--- src/rtl/rsst_pkg.sv ---
`default_nettype none

package rsst_pkg;

    localparam int MAX_ELEMENTS = 1024;
    localparam int VALUE_BITS   = 32;
    localparam int POS_W        = 10;
    localparam int CNT_W        = 11;
    localparam int NODE_W       = 11;
    localparam int NODE_SLOTS   = 2048;
    localparam int STACK_DEPTH  = 11;
    localparam int SP_W         = 4;
    localparam int SIDX_W       = 4;

    localparam logic KIND_UPDATE = 1'b0;
    localparam logic KIND_QUERY  = 1'b1;

    // One tree node in heap order together with the element span it covers.
    typedef struct packed {
        logic [NODE_W-1:0] num;
        logic [POS_W-1:0]  first;
        logic [POS_W-1:0]  last;
    } node_t;

    typedef struct packed {
        logic push;
        logic pop;
    } stack_ctl_t;

endpackage

`default_nettype wire

--- src/rtl/rsst_stack.sv ---
`default_nettype none

// Holds the right-hand nodes still to be visited by the query walk.
module rsst_stack (
    input  wire                         clk,
    input  wire                         rst_n,
    input  wire rsst_pkg::stack_ctl_t   ctl,
    input  wire rsst_pkg::node_t        push_node,
    output rsst_pkg::node_t             top_node,
    output logic                        empty
);

    rsst_pkg::node_t             entries_reg [rsst_pkg::STACK_DEPTH];
    logic [rsst_pkg::SP_W-1:0]   sp_reg;
    logic [rsst_pkg::SP_W-1:0]   sp_next;
    logic [rsst_pkg::SIDX_W-1:0] top_idx;

    assign top_idx  = sp_reg[rsst_pkg::SIDX_W-1:0] - 1'b1;
    assign top_node = entries_reg[top_idx];
    assign empty    = (sp_reg == '0);

    always_comb
    begin
        sp_next = sp_reg;
        if (ctl.push)
        begin
            sp_next = sp_reg + 1'b1;
        end
        else if (ctl.pop)
        begin
            sp_next = sp_reg - 1'b1;
        end
    end

    always_ff @(posedge clk or negedge rst_n)
    begin
        if (!rst_n)
        begin
            sp_reg <= '0;
        end
        else
        begin
            sp_reg <= sp_next;
        end
    end

    always_ff @(posedge clk)
    begin
        if (ctl.push)
        begin
            entries_reg[sp_reg[rsst_pkg::SIDX_W-1:0]] <= push_node;
        end
    end

endmodule

`default_nettype wire

--- config.mk ---
export PLATFORM = sky130hd
export DESIGN_NAME = rsst_stack
export DESIGN_NICKNAME = d
export VERILOG_FILES = /design/src/rtl/rsst_pkg.sv /design/src/rtl/rsst_stack.sv
export SDC_FILE = /design/constraint.sdc
export NUM_CORES = 1
export LEC_CHECK = 0
export BUFFER_PORTS_ARGS = -buffer_cell sky130_fd_sc_hd__buf_4
export CAP_MARGIN = 30
export CORE_AREA = 2 2 173 218
export CTS_CLUSTER_DIAMETER = 100
export DETAILED_ROUTE_END_ITERATION = 8
export DIE_AREA = 0 0 175 220
export HOLD_SLACK_MARGIN = 0.05
export SLEW_MARGIN = 25
export SYNTH_ARGS = -nofsm -noshare
export SYNTH_HDL_FRONTEND = slang
export SYNTH_SLANG_ARGS = --single-unit
export TNS_END_PERCENT = 50
--- constraint.sdc ---
create_clock -name clk -period 12.4 [get_ports clk]
set_input_delay 0.62 -clock clk [delete_from_list [all_inputs] [get_ports clk]]
set_output_delay 0.62 -clock clk [all_outputs]
set_load 0.02 [all_outputs]
==> summary.md <==
| Metric | Value |
|---|---|
| Status | `completed` |
| Crit path max fanout | `25` |
| Fmax | `between 0.2 and 0.25 GHz` |
| Top cell type's share of synthesized area | `0.747` |
| Fin. Hold Viols | `0` |
| DRT Pass-1 Iters | `4` |
| Max_slew headroom | `0.398` |
| Placed Area | `between 10,000 and 15,000 um^2` |
| Hold_ws | `0.312 ns` |
| CTS tree | `done` |
| Overflow after GRT | `0` |
| Post-synth EDFFs | `between 300 and 400` |
| Simple-gate share of the synthesized area | `0.0203` |
| Synth Flop Type | `edfxtp_1` |
| Die W | `about 180 um` |
| Final Skew | `~0.012 ns` |
| Cells after synthesis | `747` |
| Pwr Total | `approximately 4.4 mW` |
| CTS resizes | `0` |
| Most numerous cell in the Yosys netlist | `edfxtp_1` |
| Drt drc | `0` |
| P_leak | `~5.4 nW` |
| HPWL after DPL | `approximately 15 mm` |
| Final TNS setup | `0 ns` |
| Max stage delay on crit path | `0.71 ns` |
| First-pass GRT wire length | `42.5 mm` |
| #FFs+latches synth | `approximately 350` |
| Antenna-violating nets left | `0` |
| Async SR Flop Fraction | `0.0116` |
| RSZ-0062 raised after global routing | `no` |
| Routing usage on met1 | `0.181` |
| Core ar. | `approximately 37,000 um^2` |
| Largest net degree at the start of global routing | `between 50 and 60` |
| Clock buffer depth | `3` |
| Ant diodes | `0` |
| H-tree level count | `1` |
| Post-synthesis mux area share | `0.113` |
| Area grow syn2layout | `15.7%` |
| Cts bufs inserted | `31` |
| Crit path max-delay family | `buffers and inverters` |
| Buffers and inverters on the worst path | `3` |
| GP Congestion | `about 0.72` |
| Worst hold path class | `in2reg` |
| I/O Buffers | `between 60 and 70` |
| Vias in the first global route | `approximately 7,000` |
| M3 GR Usage | `0.0205` |
| Max Cap Viol | `0` |
| Non-filler cells, final | `about 1,300` |
| Die height | `approximately 220 um` |
| Peak supply drop | `176 uV` |
| Pwr dens | `277 nW/um^2` |
| Design area | `~16,000 um^2` |
| Clock transition at the registers of the reported paths | `~0.07 ns` |
| Slowest cell on the critical path | `ha_2` |
| Cts hold-fix bufs | `1` |
| Fin util | `0.432` |
| Final-stage net count | `860` |
| Crit end category | `primary output` |
| Setup-failing EPs final | `0` |
| Register area share after synthesis | `0.754` |
| # rows | `slightly below 80` |
| Starting density of the core | `0.374` |
| Via/cell ratio | `about 5` |
| Top post-synthesis cells by count | `edfxtp_1 (341), mux2i_1 (155), nor2_1 (39)` |
| Crit start category | `flop` |
| Dpl ws | `slightly below 9 ns` |
| Fin worst setup slack | `roughly 8 ns` |
| Most used cell, CP | `buf_4` |
| Die Area | `between 30,000 and 40,000 um^2` |
| Clk_lat worst skew | `0.56 ns` |
| Share of layout cells above drive strength 1 | `0.208` |
| Critical path, cell by cell | `inv_1 -> ha_2 -> and2_2 -> buf_4 -> a22oi_1 -> a31o_1 -> buf_4` |
| Unique masters post-synth | `31` |
| Synth area leader | `edfxtp_1` |
| Critical setup path kind | `reg2out` |
| Gr usage total | `0.147` |
| Final worst path period need | `4.18 ns` |
| Largest family of logic cells by synthesized area | `multiplexers` |
| Synth Warn # | `0` |
| Syn Std Cell Area | `13,700 um^2` |
| Max reg flops | `341` |
| Cells after DPL | `between 1,000 and 1,500` |
| Least-Margin Pin Slew | `around 0.90 ns` |
| Avg Inst Size Synth | `~18 um^2` |
| Xor/xnor share of the synthesized area | `0.00438` |
| Wire per inst | `approximately 21 um` |
| Initial antenna violation count | `1` |
| Post-Synth Adder-Cell Area | `0.00456` |
| Vias | `between 6,000 and 7,000` |
| Max-slew violations | `0` |
| Sink Count | `roughly 350` |
| Arrival time worst endpoint | `3.56 ns` |
| Fin crit share | `0.337` |
| Met2 GRT Util | `0.266` |
| GR peak layer | `met2` |
| Critical Path RT | `approximately 12 ns` |
| Root Driver | `clkbuf_16` |
| Compound-Gate Fraction of Synth Area | `0.0831` |
| Postcts setup bufs | `0` |
| Net Count, Synth | `787` |
| 1st-iter DRT viols | `379` |
| Top post-synthesis cells by area | `edfxtp_1 (75%), mux2i_1 (11%), a22oi_2 (2.7%)` |
| Io pins | `67` |
| Final wirelength | `around 28 mm` |
==> worst paths after layout <==
check	slack, ns	cells after the start	to	start
hold reg to reg	0.78	1	sp_reg[1]	sp_reg[1]
min in group asynchronous	0.39	2	sp_reg[0]	rst_n
setup reg to reg	9.57	5	entries_reg[1][13]	sp_reg[0]
setup / recovery	8.22	7	top_node[30]	sp_reg[1]
max in group asynchronous	11.89	2	sp_reg[0]	rst_n
hold / removal	0.31	1	entries_reg[1][3]	push_node[3]
==> cell families (layout without fill, tap and decap cells) <==
group	Yosys count	in the layout
and+or+nand+nor	59	59
buffers and inverters	50	145
DFF	345	345
muxes	155	155
AOI/OAI and AO/OA	127	127
xor gates and xnor gates	6	6
adders and majority gates	5	5
==> power by group <==
part           switching (mW)  internal [mW]  total [mW]
clock network           0.399          0.515       0.914
logic                    1.23          0.787        2.02
registers              0.0530           1.41        1.46
total                    1.68           2.71        4.39
==> placed cells by master (no fill, tap or decap), types with 4 or more instances in the layout <==
cell         n
edfxtp_1   341
clkbuf_16   31
buf_4       83
clkinv_2     5
nor2_4       7
a211oi_1    31
clkinv_1    12
ha_1         4
nand2_1      6
a22oi_2     30
a22oi_1     32
mux2i_1    155
a31o_1      31
nor2_1      32
==> routing by layer <==
| layer | wire length, um | vias to the layer above |
|---|---|---|
| met3 | 1160 | 52 |
| met1 | 11900 | 3447 |
| met2 | 14300 | 145 |
| met4 | 822 | 2 |
| met5 | 14 | - |
| li1 | - | 3162 |
==> area by class of cell <==
type | instances | area [um^2]
clock buffer | 34 | 787
clock inverter | 21 | 169
fill | 3168 | 20800
inverter | 2 | 7.51
multi-input combinational | 352 | 3210
sequential | 345 | 10300
tap | 486 | 608
timing repair buffer | 88 | 736
Power figures use the tool's default switching activity.
